--- src/rtl/mvnt_ram.sv ---
`timescale 1ns / 1ps
// ----------------------------------------------------------------------------
// Mesh vertex RAM
// Single write port, single read port, registered read data.
// ----------------------------------------------------------------------------
module mvnt_ram #(
   parameter int  WIDTH = 8,
   parameter int  DEPTH = 4,
   localparam int AW    = $clog2(DEPTH)
) (
   input  logic             clock,
   input  logic             we,
   input  logic [AW-1:0]    waddr,
   input  logic [WIDTH-1:0] wdata,
   input  logic [AW-1:0]    raddr,
   output logic [WIDTH-1:0] rdata
);

   logic [WIDTH-1:0] mem [DEPTH];
   logic [WIDTH-1:0] rdata_ff;

   always_ff @(posedge clock) begin
      if (we) begin
         mem[waddr] <= wdata;
      end
      rdata_ff <= mem[raddr];
   end

   assign rdata = rdata_ff;

endmodule

--- config.mk ---
export PLATFORM = sky130hd
export DESIGN_NAME = mvnt_ram
export DESIGN_NICKNAME = d
export VERILOG_FILES = /design/src/rtl/mvnt_ram.sv
export SDC_FILE = /design/constraint.sdc
export NUM_CORES = 1
export LEC_CHECK = 0
export BUFFER_PORTS_ARGS = -buffer_cell sky130_fd_sc_hd__buf_2
export CELL_PAD_IN_SITES_DETAIL_PLACEMENT = 1
export CELL_PAD_IN_SITES_GLOBAL_PLACEMENT = 1
export CORE_MARGIN = 5
export CORE_UTILIZATION = 25
export CTS_BUF_LIST = sky130_fd_sc_hd__clkbuf_16
export CTS_CLUSTER_SIZE = 25
export DETAILED_ROUTE_END_ITERATION = 10
export GPL_TIMING_DRIVEN = 0
export PLACE_DENSITY = 0.49
export SKIP_LAST_GASP = 1
export SYNTH_ARGS = -nofsm -noshare
export SYNTH_HDL_FRONTEND = slang
export SYNTH_SLANG_ARGS = --single-unit
export TNS_END_PERCENT = 20
--- constraint.sdc ---
create_clock -name clock -period 2.25 [get_ports clock]
set_clock_uncertainty 0.2 [all_clocks]
set_input_delay 0.675 -clock clock [delete_from_list [all_inputs] [get_ports clock]]
set_output_delay 0.675 -clock clock [all_outputs]
set_load 0.02 [all_outputs]
* Word level (Yosys, flattened, before mapping)
Memory sizes are Yosys's and may differ from the RTL's. A register that Yosys moved wholly into a read port is not among the register bits.
Index checks and enable logic that the tools add are counted.
Widths: inputs -> output; s select.
** Word-level totals
- Bits in registers :: 0
- Memory bits (writable) :: 32
- Input port bits :: 14
- Output and inout port bits :: 8
- Word-level logic and storage cells :: 3
- Memories kept :: 1
** Memories
- mem :: words 4, bits a word 8, read ports 1, clocked after Yosys merged registers in 1, wr ports 1, line 19 : logic [WIDTH-1:0] mem [DEPTH];
** Cells by class
- Muxes and demuxes :: 2
** Operator list (count)
- $mux 1 :: 2

* Depth between registers and ports, before layout
- Depth after elaboration :: 2
- Mapped depth :: 2
- Mapped depth without buffers :: 1

* Least setup slack after synthesis
OpenSTA, ideal clock, no wires.
- Kind :: input to register
- Start :: input port waddr[0]
- End :: memory mem[0][0] (enable)
- Library setup time :: 0.385 ns
- Data arrival time :: 1.354 ns
- Required time :: 1.665 ns
- Setup slack :: 0.311 ns
- Stages :: 1
- Buffers on the path :: 0
- Path through :: nor3b_1
** RTL lines
- from (decl) :: line 13 : input logic [AW-1:0] waddr,
- to (decl) :: line 19
No word-level cell before the write port.

* Worst setup path after layout
- Start :: input port waddr[0]
- End :: memory mem[0][0] (enable)
No word-level cell before the write port.

==> results.ini <==
[run_status]
status = finished, final reports clean

[timing]
rsz0062_at_grt = no
max_freq_mhz = 574
hold_violations = 0
setup_viol = 0
post-route-min-period_ns = 1.74
relSlewSlack = 0.481
period_share = 0.775
tightest_slew_ns = 0.776
slew_viol_final = 0

[critical_path]
timing.rr.start = mem[3][0]
cp.required_ns = 1.96
timing.rr.end = rdata[0]
worstPathArrival_ns = 1.45
critPathLaunchType = input port
cp-end-kind = register
crit_type = input port to register
r2r_slack_ns = 1.10
cp_slowest_cell = nor3b_2
worstPathCellList = buf_2, nor3b_2
crit_buf_inv = 1
worst_r2r_path_depth = 1
path_max_fanout = 8
cpPeakStageDelay_ns = 0.65
crit_family = simple AND/OR/NAND/NOR gates

[synth]
synth_nets = 68
ys_seq_elements = 40
yosysUniqueCellTypes = 8
ys_seq_area_frac = 0.831
synth-warning-count = 0
synth_area_per_cell_um2 = 25.0
syn_inst = 54
syn_area_um2 = 1350

[cells_and_area]
fin_util = 0.329
area_delta_synth_final_pct = 26.1
n_fill_cell = 531
regArea_um2 = 1120
final_common_cell = edfxtp_1
multiInputGateArea_um2 = 216
layout-drive-gt1-share = 0.457
diodes = 0
layout_common_cells = edfxtp_1 (32), buf_2 (19), mux4_2 (8), dfxtp_1 (8), clkbuf_16 (5)
final_nets = 94

[global_routing]
grt_max_degree = 13
grt-ovfl-total = 0
first_global_vias = 741
antenna_found_initial = 0
grt_pass1_wl_um = 3660
grtUsageTotal = 0.0739

[floorplanning]
die_h_um = 83.5
die_w_um = 83.5
core_area_um2 = 5170
initial_core_util = 0.261
dieArea_um2 = 6960
io_pins = 22
rows = 26

[power]
total_leakage_power_nw = 0.605
totalPowerFinal_mw = 1.73
power_density_nw_per_um2 = 1010
peakVddDrop_mv = 0.301

[cts]
postCtsHoldBufs = 0
ctsResizeCount = 0
clk_pin_slew_ns = 0.05
tritoncts = built
numCtsBuffers = 5
insertion_delay_ns = 0.28
clock_sinks = 40
htree_levels = 2
clock_path_buffers = 2
root_buffer = clkbuf_16
cts_setup_buffers = 0

[detailed_routing]
drc = 0
via_count = 613
routedWlPerCell_um = 15.8
viasPerCell = 4.06
drtIter0Drc = 31
postRouteAntennaNets = 0
first_pass_iters = 2
drt_wl_total_um = 2390

[placement]
gp_congestion = 0.580
portBuffers = 19

[flow_run]
drv_cap = 0

[hold_path]
holdPathStages = 1
hold_class = register to register
min_from = mem[0][4]
hold-path-endpoint = rdata[4]

cells in the mapped netlist:
library cell | count | area [µm²]
and3_1 | 1 | 6.26
nor3b_1 | 1 | 7.51
buf_6 | 1 | 11.3
edfxtp_1 | 32 | 961
mux4_2 | 8 | 180
dfxtp_1 | 8 | 160
and3b_1 | 2 | 17.5
clkbuf_2 | 1 | 5.00
cells by family (layout without fill, tap and decap cells):
group | count (synthesis) | after routing | synth area share
multiplexers | 8 | 8 | 0.134
AND/OR/NAND/NOR | 4 | 4 | 0.0232
flip-flops | 40 | 40 | 0.831
buffers and inverters | 2 | 29 | 0.0121
layer usage:
metal / vias to the layer above / part of all wire / global-route usage
met4: 0 / 0.019 / 0.0570
met1: 308 / 0.43 / 0.0866
met5: - / 0 / 0
met2: 23 / 0.51 / 0.112
met3: 9 / 0.046 / 0.0237
li1: 273 / - / -
cell type report:
cell class,instances,area share
clock inverters,3,0.0228
repair buffers,19,0.0559
flip-flops and latches,40,0.659
plain buffers,2,0.00957
clock buffers,5,0.0736
multi-input cells,12,0.127
well taps,70,0.0515
stage by stage:
stage / setup slack, ns / hold WS [ns] / cells / instance area, µm² / setup TNS (ns)
after global routing: 0.425 / 0.373 / 151 / 1700 / 0
final: 0.507 / 0.355 / 151 / 1700 / 0
after floorplan: 0.311 / 0.332 / 54 / 1350 / 0
after global placement: -0.387 / 0.336 / 143 / 1530 / -3.09
after detailed placement: 0.152 / 0.343 / 143 / 1540 / 0
after CTS: 0.447 / 0.361 / 151 / 1700 / 0
where the power goes:
part | switching, mW | internal, mW
Combinational | 0.0545 | 0.0419
Sequential | 0.00868 | 0.844
Clock | 0.261 | 0.516
registers in the layout, indices dropped and copies added, names as in the netlist:
signal  count
mem        32
rdata       8
worst max path at each step:
stage | startpoint | end | slack, ns | depth (start not counted)
floorplan | waddr[0] | mem[0][0] | 0.31 | 1
global placement | waddr[0] | mem[0][0] | -0.39 | 2
detailed placement | waddr[0] | mem[0][3] | 0.15 | 2
CTS | waddr[0] | mem[0][3] | 0.45 | 2
global route | waddr[0] | mem[0][3] | 0.43 | 2
finish | waddr[0] | mem[0][0] | 0.51 | 2
(Power assumes the default switching activity.)
