<file path="src/rtl/mvnt_pkg.sv">
`timescale 1ns / 1ps
// ----------------------------------------------------------------------------
// Mesh vertex normal and tangent package
// Shared types and constants for the vertex normal and tangent block.
// ----------------------------------------------------------------------------
package mvnt_pkg;

   localparam int MAX_VERTICES_DEFAULT = 1024;
   localparam int UNIT_ONE             = 16384;

   typedef enum logic [1:0] {
      OP_LOAD     = 2'd0,
      OP_TRIANGLE = 2'd1,
      OP_READ     = 2'd2
   } op_type;

   typedef struct packed {
      op_type             op;
      logic [9:0]         vertex_index;
      logic signed [31:0] pos_x;
      logic signed [31:0] pos_y;
      logic signed [31:0] pos_z;
      logic signed [31:0] tex_u_in;
      logic [9:0]         corner_a;
      logic [9:0]         corner_b;
      logic [9:0]         corner_c;
   } req_type;

   typedef struct packed {
      logic [9:0]         out_vertex;
      logic signed [15:0] normal_x;
      logic signed [15:0] normal_y;
      logic signed [15:0] normal_z;
      logic signed [15:0] tangent_x;
      logic signed [15:0] tangent_y;
      logic signed [15:0] tangent_z;
   } rsp_type;

   typedef struct packed {
      logic signed [31:0] x;
      logic signed [31:0] y;
      logic signed [31:0] z;
      logic signed [31:0] u;
   } store_type;

   typedef struct packed {
      logic signed [23:0] nx;
      logic signed [23:0] ny;
      logic signed [23:0] nz;
      logic signed [23:0] tx;
      logic signed [23:0] ty;
      logic signed [23:0] tz;
   } sum_type;

   typedef logic signed [63:0] wide_type;
   typedef logic signed [15:0] unit_type;

endpackage

</file>
<file path="src/rtl/mvnt_norm.sv">
`timescale 1ns / 1ps
// ----------------------------------------------------------------------------
// Mesh vertex vector normaliser
// Scales a signed vector to unit length in Q1.14 with a bit-serial square
// root and a bit-serial divider.
// ----------------------------------------------------------------------------
module mvnt_norm (
   input  logic                clock,
   input  logic                reset,
   input  logic                start,
   input  mvnt_pkg::wide_type  vec_in [3],
   output logic                done,
   output mvnt_pkg::unit_type  res_out [3]
);

   import mvnt_pkg::*;

   typedef enum logic [2:0] {
      N_IDLE,
      N_SHIFT,
      N_SQUARE,
      N_SQRT,
      N_DIVINIT,
      N_DIV
   } state_type;

   state_type   state_ff;
   logic [63:0] mag_ff [3];
   logic        sign_ff [3];
   logic [1:0]  cnt_ff;
   logic [1:0]  comp_ff;
   logic [59:0] prod_ff;
   logic [63:0] acc_ff;
   logic [63:0] root_ff;
   logic [63:0] bit_ff;
   logic [47:0] rem_ff;
   logic [3:0]  k_ff;
   logic [14:0] q_ff;
   unit_type    res_ff [3];
   logic        done_ff;

   logic [1:0]  pick;
   logic [63:0] mag_pick;
   logic        wide;
   logic [63:0] sq_sum;
   logic [63:0] trial;
   logic [47:0] den_sh;
   logic        hit;
   logic [14:0] q_new;
   logic [15:0] q_ext;

   always_comb begin
      pick = (state_ff == N_SQUARE) ? cnt_ff : comp_ff;
      case (pick)
         2'd0:    mag_pick = mag_ff[0];
         2'd1:    mag_pick = mag_ff[1];
         default: mag_pick = mag_ff[2];
      endcase
      wide   = (mag_ff[0][63:30] != '0) || (mag_ff[1][63:30] != '0) ||
               (mag_ff[2][63:30] != '0);
      sq_sum = acc_ff + {4'b0, prod_ff};
      trial  = root_ff + bit_ff;
      den_sh = {15'b0, root_ff[31:0], 1'b0} << k_ff;
      hit    = rem_ff >= den_sh;
      q_new  = q_ff | (15'(hit) << k_ff);
      q_ext  = {1'b0, q_new};
   end

   always_ff @(posedge clock) begin
      done_ff <= 1'b0;
      if (reset) begin
         state_ff <= N_IDLE;
      end else begin
         case (state_ff)
            N_IDLE: begin
               if (start) begin
                  for (int i = 0; i < 3; i++) begin
                     sign_ff[i] <= vec_in[i][63];
                     mag_ff[i]  <= vec_in[i][63] ? 64'(-vec_in[i]) : 64'(vec_in[i]);
                  end
                  state_ff <= N_SHIFT;
               end
            end
            N_SHIFT: begin
               if (wide) begin
                  for (int i = 0; i < 3; i++) begin
                     mag_ff[i] <= mag_ff[i] >> 1;
                  end
               end else begin
                  cnt_ff   <= 2'd0;
                  acc_ff   <= '0;
                  state_ff <= N_SQUARE;
               end
            end
            N_SQUARE: begin
               if (cnt_ff != 2'd3) begin
                  prod_ff <= mag_pick[29:0] * mag_pick[29:0];
               end
               if (cnt_ff != 2'd0) begin
                  acc_ff <= sq_sum;
               end
               cnt_ff <= cnt_ff + 2'd1;
               if (cnt_ff == 2'd3) begin
                  if (sq_sum == '0) begin
                     for (int i = 0; i < 3; i++) begin
                        res_ff[i] <= '0;
                     end
                     done_ff  <= 1'b1;
                     state_ff <= N_IDLE;
                  end else begin
                     root_ff  <= '0;
                     bit_ff   <= 64'd1 << 62;
                     state_ff <= N_SQRT;
                  end
               end
            end
            N_SQRT: begin
               if (bit_ff == '0) begin
                  comp_ff  <= 2'd0;
                  state_ff <= N_DIVINIT;
               end else begin
                  if (acc_ff >= trial) begin
                     acc_ff  <= acc_ff - trial;
                     root_ff <= (root_ff >> 1) + bit_ff;
                  end else begin
                     root_ff <= root_ff >> 1;
                  end
                  bit_ff <= bit_ff >> 2;
               end
            end
            N_DIVINIT: begin
               rem_ff   <= ({18'b0, mag_pick[29:0]} << 15) + {16'b0, root_ff[31:0]};
               k_ff     <= 4'd14;
               q_ff     <= '0;
               state_ff <= N_DIV;
            end
            N_DIV: begin
               if (hit) begin
                  rem_ff <= rem_ff - den_sh;
               end
               q_ff <= q_new;
               if (k_ff == 4'd0) begin
                  res_ff[comp_ff] <= sign_ff[comp_ff] ? -q_ext : q_ext;
                  if (comp_ff == 2'd2) begin
                     done_ff  <= 1'b1;
                     state_ff <= N_IDLE;
                  end else begin
                     comp_ff  <= comp_ff + 2'd1;
                     state_ff <= N_DIVINIT;
                  end
               end else begin
                  k_ff <= k_ff - 4'd1;
               end
            end
            default: begin
               state_ff <= N_IDLE;
            end
         endcase
      end
   end

   assign done    = done_ff;
   assign res_out = res_ff;

endmodule

</file>
<file path="config.mk">
export PLATFORM = sky130hd
export DESIGN_NAME = mvnt_norm
export DESIGN_NICKNAME = d
export VERILOG_FILES = /design/src/rtl/mvnt_pkg.sv /design/src/rtl/mvnt_norm.sv
export SDC_FILE = /design/constraint.sdc
export NUM_CORES = 2
export LEC_CHECK = 0
export ABC_AREA = 1
export BUFFER_PORTS_ARGS = -buffer_cell sky130_fd_sc_hd__buf_4
export CAP_MARGIN = 20
export CORE_MARGIN = 2
export CORE_UTILIZATION = 59
export CTS_CLUSTER_DIAMETER = 120
export DETAILED_ROUTE_END_ITERATION = 12
export HOLD_SLACK_MARGIN = 0.08
export PLACE_DENSITY = 0.79
export SETUP_SLACK_MARGIN = 0.5
export SYNTH_ARGS = -nofsm -noshare
export SYNTH_HDL_FRONTEND = slang
export SYNTH_SLANG_ARGS = --single-unit
</file>
<file path="constraint.sdc">
create_clock -name clock -period 16.9 [get_ports clock]
set_input_delay 1.69 -clock clock [delete_from_list [all_inputs] [get_ports clock]]
set_output_delay 1.69 -clock clock [all_outputs]
set_load 0.05 [all_outputs]
</file>
# After elaboration in Yosys (flattened, before gate mapping)
# Memory sizes are Yosys's and may differ from the RTL's. A register that Yosys moved wholly into a read port is not among the register bits.
# Index checks and enable logic that the tools add are counted.
# classes
n_mux	63
add_sub_neg	13
mul	1
bitwise_logic	6
shifts	2
reduce_logical	28
order_cmp	4
eq_ne	22
# op_table
op	n
64-bit 2-to-1 mux	17
64-bit case mux with 2 select lines	2
48-bit 2-to-1 mux	4
64-bit negation	3
48-bit case mux with 2 select lines	2
64-bit case mux with 3 select lines	1
64-bit logical NOT	2
34-bit nonzero test	3
63-bit by 64-bit adder with 64-bit output	1
64-bit by 60-bit adder with 64-bit output	1
64-bit adder	1
64-bit greater-or-equal comparator	1
64-bit subtractor	1
30-bit by 30-bit multiplier with 60-bit output	1
30-bit case mux with 2 select lines	1
48-bit bitwise mux	1
48-bit greater-or-equal comparator	1
33-bit by 4-bit left shift with 48-bit output	1
48-bit subtractor	1
45-bit by 32-bit adder with 46-bit output	1
16-bit demux with 2-bit select	1
16-bit 2-to-1 mux	2
15-bit case mux with 2 select lines	1
2-bit != test, second input constant	11
other kinds (35)	78
# word_totals
ramBits	195
memories	2
wordCells	155
reg_bits	375
output_inout_bits	49
in_bits	195
# memory_table
memory	depth	width	rd	rd_clocked_by_memory_dff	write_ports	line	rtl
mag_ff	3	64	3	0	3	mvnt_norm.sv:28	logic [63:0] mag_ff [3];
sign_ff	3	1	1	1	3	mvnt_norm.sv:29	logic sign_ff [3];

# Longest topological paths before layout
# depth
ltp_word	9
ltp_mapped	45
depth_no_buf	42

# Least setup slack after synthesis
# OpenSTA, ideal clock, no wires.
# synth_path
kind	input to register
start	input port reset
end	memory mag_ff[0][0] (enable)
stages	4
required_time_ns	15.891
setup_slack_ns	0.470
arrival_time_ns	15.421
setup_time_ns	1.009
path_buffers	1
path_cell_list	clkbuf_1 > inv_1 > nand2_1 > o21ai_0
# synth_lines
item	line	rtl
start: declaration	mvnt_norm.sv:9	input logic reset,
end: declaration	mvnt_norm.sv:28	

# Worst setup path in the final report
# layout_path
start	register state_ff[1]
end	register prod_ff[52] (data pin)
# layout_via
elab_chain_len	5
word_cells_on_any_way	6
cone_classes	mul: 1; eq/ne: 2; mux: 2; reduce/logical: 1
# layout_lines
item	line	rtl
start: declaration	mvnt_norm.sv:27	state_type state_ff;
start signal: assignment	mvnt_norm.sv:72	state_ff <= N_IDLE;
start signal: assignment	mvnt_norm.sv:81	state_ff <= N_SHIFT;
start signal: assignment	mvnt_norm.sv:92	state_ff <= N_SQUARE;
3-bit by 2-bit == test with 1-bit output *	mvnt_norm.sv:53	pick = (state_ff == N_SQUARE) ? cnt_ff : comp_ff;
2-bit 2-to-1 mux *	mvnt_norm.sv:53	
2-bit by 1-bit == test with 1-bit output / 2-bit logical NOT (equally long branches)	mvnt_norm.sv:54	case (pick)
30-bit case mux with 2 select lines *	mvnt_norm.sv:54	
30-bit by 30-bit multiplier with 60-bit output *	mvnt_norm.sv:97	prod_ff <= mag_pick[29:0] * mag_pick[29:0];
end signal: assignment	mvnt_norm.sv:97	
end: declaration	mvnt_norm.sv:32	logic [59:0] prod_ff;
# Every way passes the cells marked *; elsewhere a longest branch is shown, timed or not.
# A chain may end at the register's enable or synchronous reset.

==> metrics.sh <==
RESULT_OF_THE_RUN='finished, final reports clean'
CTSHOLDBUFFERS=0
TRITONCTS_CLOCK_TREE='yes'
CRIT_PATH_MAX_FANOUT=30
TIMING_MAX_TRANSITION_VIOLATIONS_FINAL=0
SYNTH_TOP_CELLS_BY_AREA='edfxtp_1, fa_1, nand2_1, inv_1, ha_1'
SYNTH.FF_LATCH_COUNT=539
HPWLAFTERDP_UM=208000
TIMING_WORST_SETUP_PATH_TYPE='reg2reg'
START_UTIL_PCT=59.46
NETLIST_TOP_CELLS_COUNT='nand2_1, inv_1, nor2_1'
DIE-AREA_SQ_UM=127400
HOLD_PATH_DEPTH=2
SYNTH_EDF_COUNT=533
SETUP.REG_TO_REG.WORST_SLACK_NS=5.97
REMAINING_DRC_ERRORS=0
YS_DOMINANT_REG_CELL='edfxtp_1'
TIMING.FINAL.SETUP_VIOLATIONS=0
POSTSYNTH.ASYNCRESETSHARE_PCT=0
REG2REG_DEPTH=39
TIMING_WORST_SLEW_PIN_VALUE_NS=1.249
R2R-END='prod_ff[52]'
TIMING.FINAL.HOLD_VIOLATIONS=0
DIE_W_UM=357.0
GLOBAL_ROUTE_WIRE_LENGTH_BEFORE_REPAIR_UM=390000
CLOCK-SINKS=539
SYNTH.TOP_CELL.AREA_SHARE_PCT=21.77
HOLD_PATH.STARTPOINT='mag_ff[0][109]'
GRT_ANTENNA_BEFORE_REPAIR=6
SYNTH.LARGEST_AREA_CELL='edfxtp_1'
SYN_AVG_CELL_AREA_SQ_UM=7.510
MOST_INSTANTIATED_LIBRARY_CELL_AFTER_SYNTHESIS='nand2_1'
WORSTSETUPSTARTPOINTTYPE='flop'
HOLD_END='mag_ff[0][108]'
CLOCK_TREE_BUFFER_DEPTH=3
DRTANTENNAVIOLNETS=0
VIAS_IN_THE_FIRST_GLOBAL_ROUTE=67780
PATH_CLK_SLEW_NS=0.07
CLKLATENCYLATEPIN_NS=0.73
GLOBALPLACE.CONGESTION=1.023
SETUP.WORST_PATH.END_CLASS='flop'
SLEW_HEADROOM_PCT=16.08
WORST_EP_ARRIVAL_TIME_NS=11.37
DRT_PRE_ANTENNA_ITERS=9
FIN_CRIT_NS=10.93
SYNTH_SEQUENTIAL_AREA_RATIO_PCT=21.94
ACHIEVABLE-FREQUENCY_GHz=0.09147
WL_PER_CELL_UM=22.29
CRITPATHREQUIREDTIME_NS=17.34
POSTROUTEWIRELENGTH_UM=258800
MAX_CAP_VIOLATIONS=0
NETLIST-CELL-TYPE-COUNT=70
CTS_RESIZED=0
CTS_POST_SETUP_BUFFERS_INSERTED=0
TRITONCTS.NUM_BUFFERS=61
POST_SYNTHESIS_NET_COUNT=11200
GRT_SETUP_UNREPAIRED='false'
YS.WARNINGS.COUNT=0
TIMING.CLOCK.SKEW_NS=0.05918
GRT_USAGE_PCT=40.15
FIN_SETUP_TNS_NS=0
CTS_MAX_LEVEL=2
GR-TOTAL-OVERFLOW=0
PERIOD_SHARE_PCT=64.69
DIE_H_UM=357.0
AREA_GROWTH_PCT=7.673
PORT-BUFFER-COUNT=243
CLOCK_TREE.ROOT_CELL='clkbuf_16'
SYNTH_AREA_SQ_UM=73510
DRIVE_ABOVE_1_SHARE_PCT=5.336
REGTOREGSTARTPOINT='state_ff[1]'
SLOWEST_STAGE='inv_1'
BOUNDARYPINS=244
LARGEST_NET_DEGREE_AT_THE_START_OF_GLOBAL_ROUTING=193
WORST_HOLD_PATH_TYPE='reg2reg'
ROW_COUNT=129
DR_TOTAL_VIAS=68560
CORE_AREA_SQ_UM=123600
NETLIST_INSTANCES=9788
DETAIL_ROUTE.ITER0.VIOLATIONS=7388
FIN_NETS=11330
ROUTED_VIA_DENSITY=5.905
CP_SLOWEST_STAGE_DELAY_NS=0.82
final cells by class:
class	instances	area, sq um
timing repair buffer	304	2375
tap	1637	2048
clock inverter	39	422.9
fill	11120	44490
multi-input combinational	7078	49300
clock buffer	76	1613
inverter	1934	7261
sequential	539	16130
antenna	3	7.507
worst max-delay path, delay by kind of cell (launching register included):
kind | cells | cell delay, ns
flops | 1 | 0.44
compound gates | 6 | 1.04
xor+xnor | 1 | 0.14
buf+inv | 14 | 2.53
simple gates | 9 | 2.03
fa+ha+maj | 9 | 4.43
cell families (layout without fill, tap and decap cells):
family	count (synthesis)	after routing	share of synthesized area [%]
multiplexers	35	35	0.4766
XOR/XNOR	416	416	4.956
other	0	3	0
flip-flops	539	539	21.94
AND/OR/NAND/NOR	3789	3789	21.14
AO/OA/AOI/OAI	1624	1624	12.52
buffers and inverters	2171	2353	11.18
adder cells (fa/ha/maj)	1214	1214	27.79
worst max-delay path by stage:
stage,startpoint,to,cells after the start
finish,state_ff[1],prod_ff[52],39
global route,state_ff[1],prod_ff[52],41
CTS,state_ff[1],prod_ff[52],39
detailed placement,state_ff[1],prod_ff[52],39
global placement,state_ff[1],prod_ff[52],39
floorplan,reset,mag_ff[0][0],4
per-layer routing:
layer,GRT usage (%),vias to the layer above,share of wire (%),wire [um]
li1,-,31670,-,-
met1,50.18,32180,37,96140
met2,65.41,3756,46,117900
met3,6.883,942,9.8,25260
met4,24.17,4,7.5,19340
met5,0,-,0.026,66
placed cells by master (no fill, tap or decap), types with 108 or more instances in the layout:
master,synthesis,routed
nand2_1,1911,1911
inv_1,1904,1901
nor2_1,1174,1167
fa_1,698,698
o21ai_0,698,697
a21oi_1,537,537
edfxtp_1,533,533
ha_1,516,516
buf_4,4,299
nand3_1,292,292
xor2_1,225,225
xnor2_1,191,191
nor3_1,124,122
nor4_1,109,108
metrics by stage:
stage | hold WS (ns) | area, sq um | instances | worst slack (ns) | utilization (%)
after floorplan | 0.5057 | 73510 | 9788 | 5.659 | -
after global placement | 0.5315 | 77000 | 11490 | 6.330 | 62.28
after global routing | 0.5873 | 79150 | 11610 | 5.482 | 64.02
final | 0.5604 | 79150 | 11610 | 5.968 | 64.02
after detailed placement | 0.5444 | 77000 | 11490 | 6.160 | 62.28
after CTS | 0.5627 | 79030 | 11600 | 6.093 | 63.92
sequential cells by signal, indices dropped and copies added (netlist names), named ones only:
register  cells
mag_ff      192
rem_ff       48
comp_ff       2
acc_ff       64
bit_ff       32
k_ff          4
q_ff         15
sign_ff       3
root_ff      64
prod_ff      59
done          1
state_ff      3
cnt_ff        2
res_out      48
Power is not shown: default switching activity piles up to over one toggle a cycle in this logic, so the estimate is an artifact.
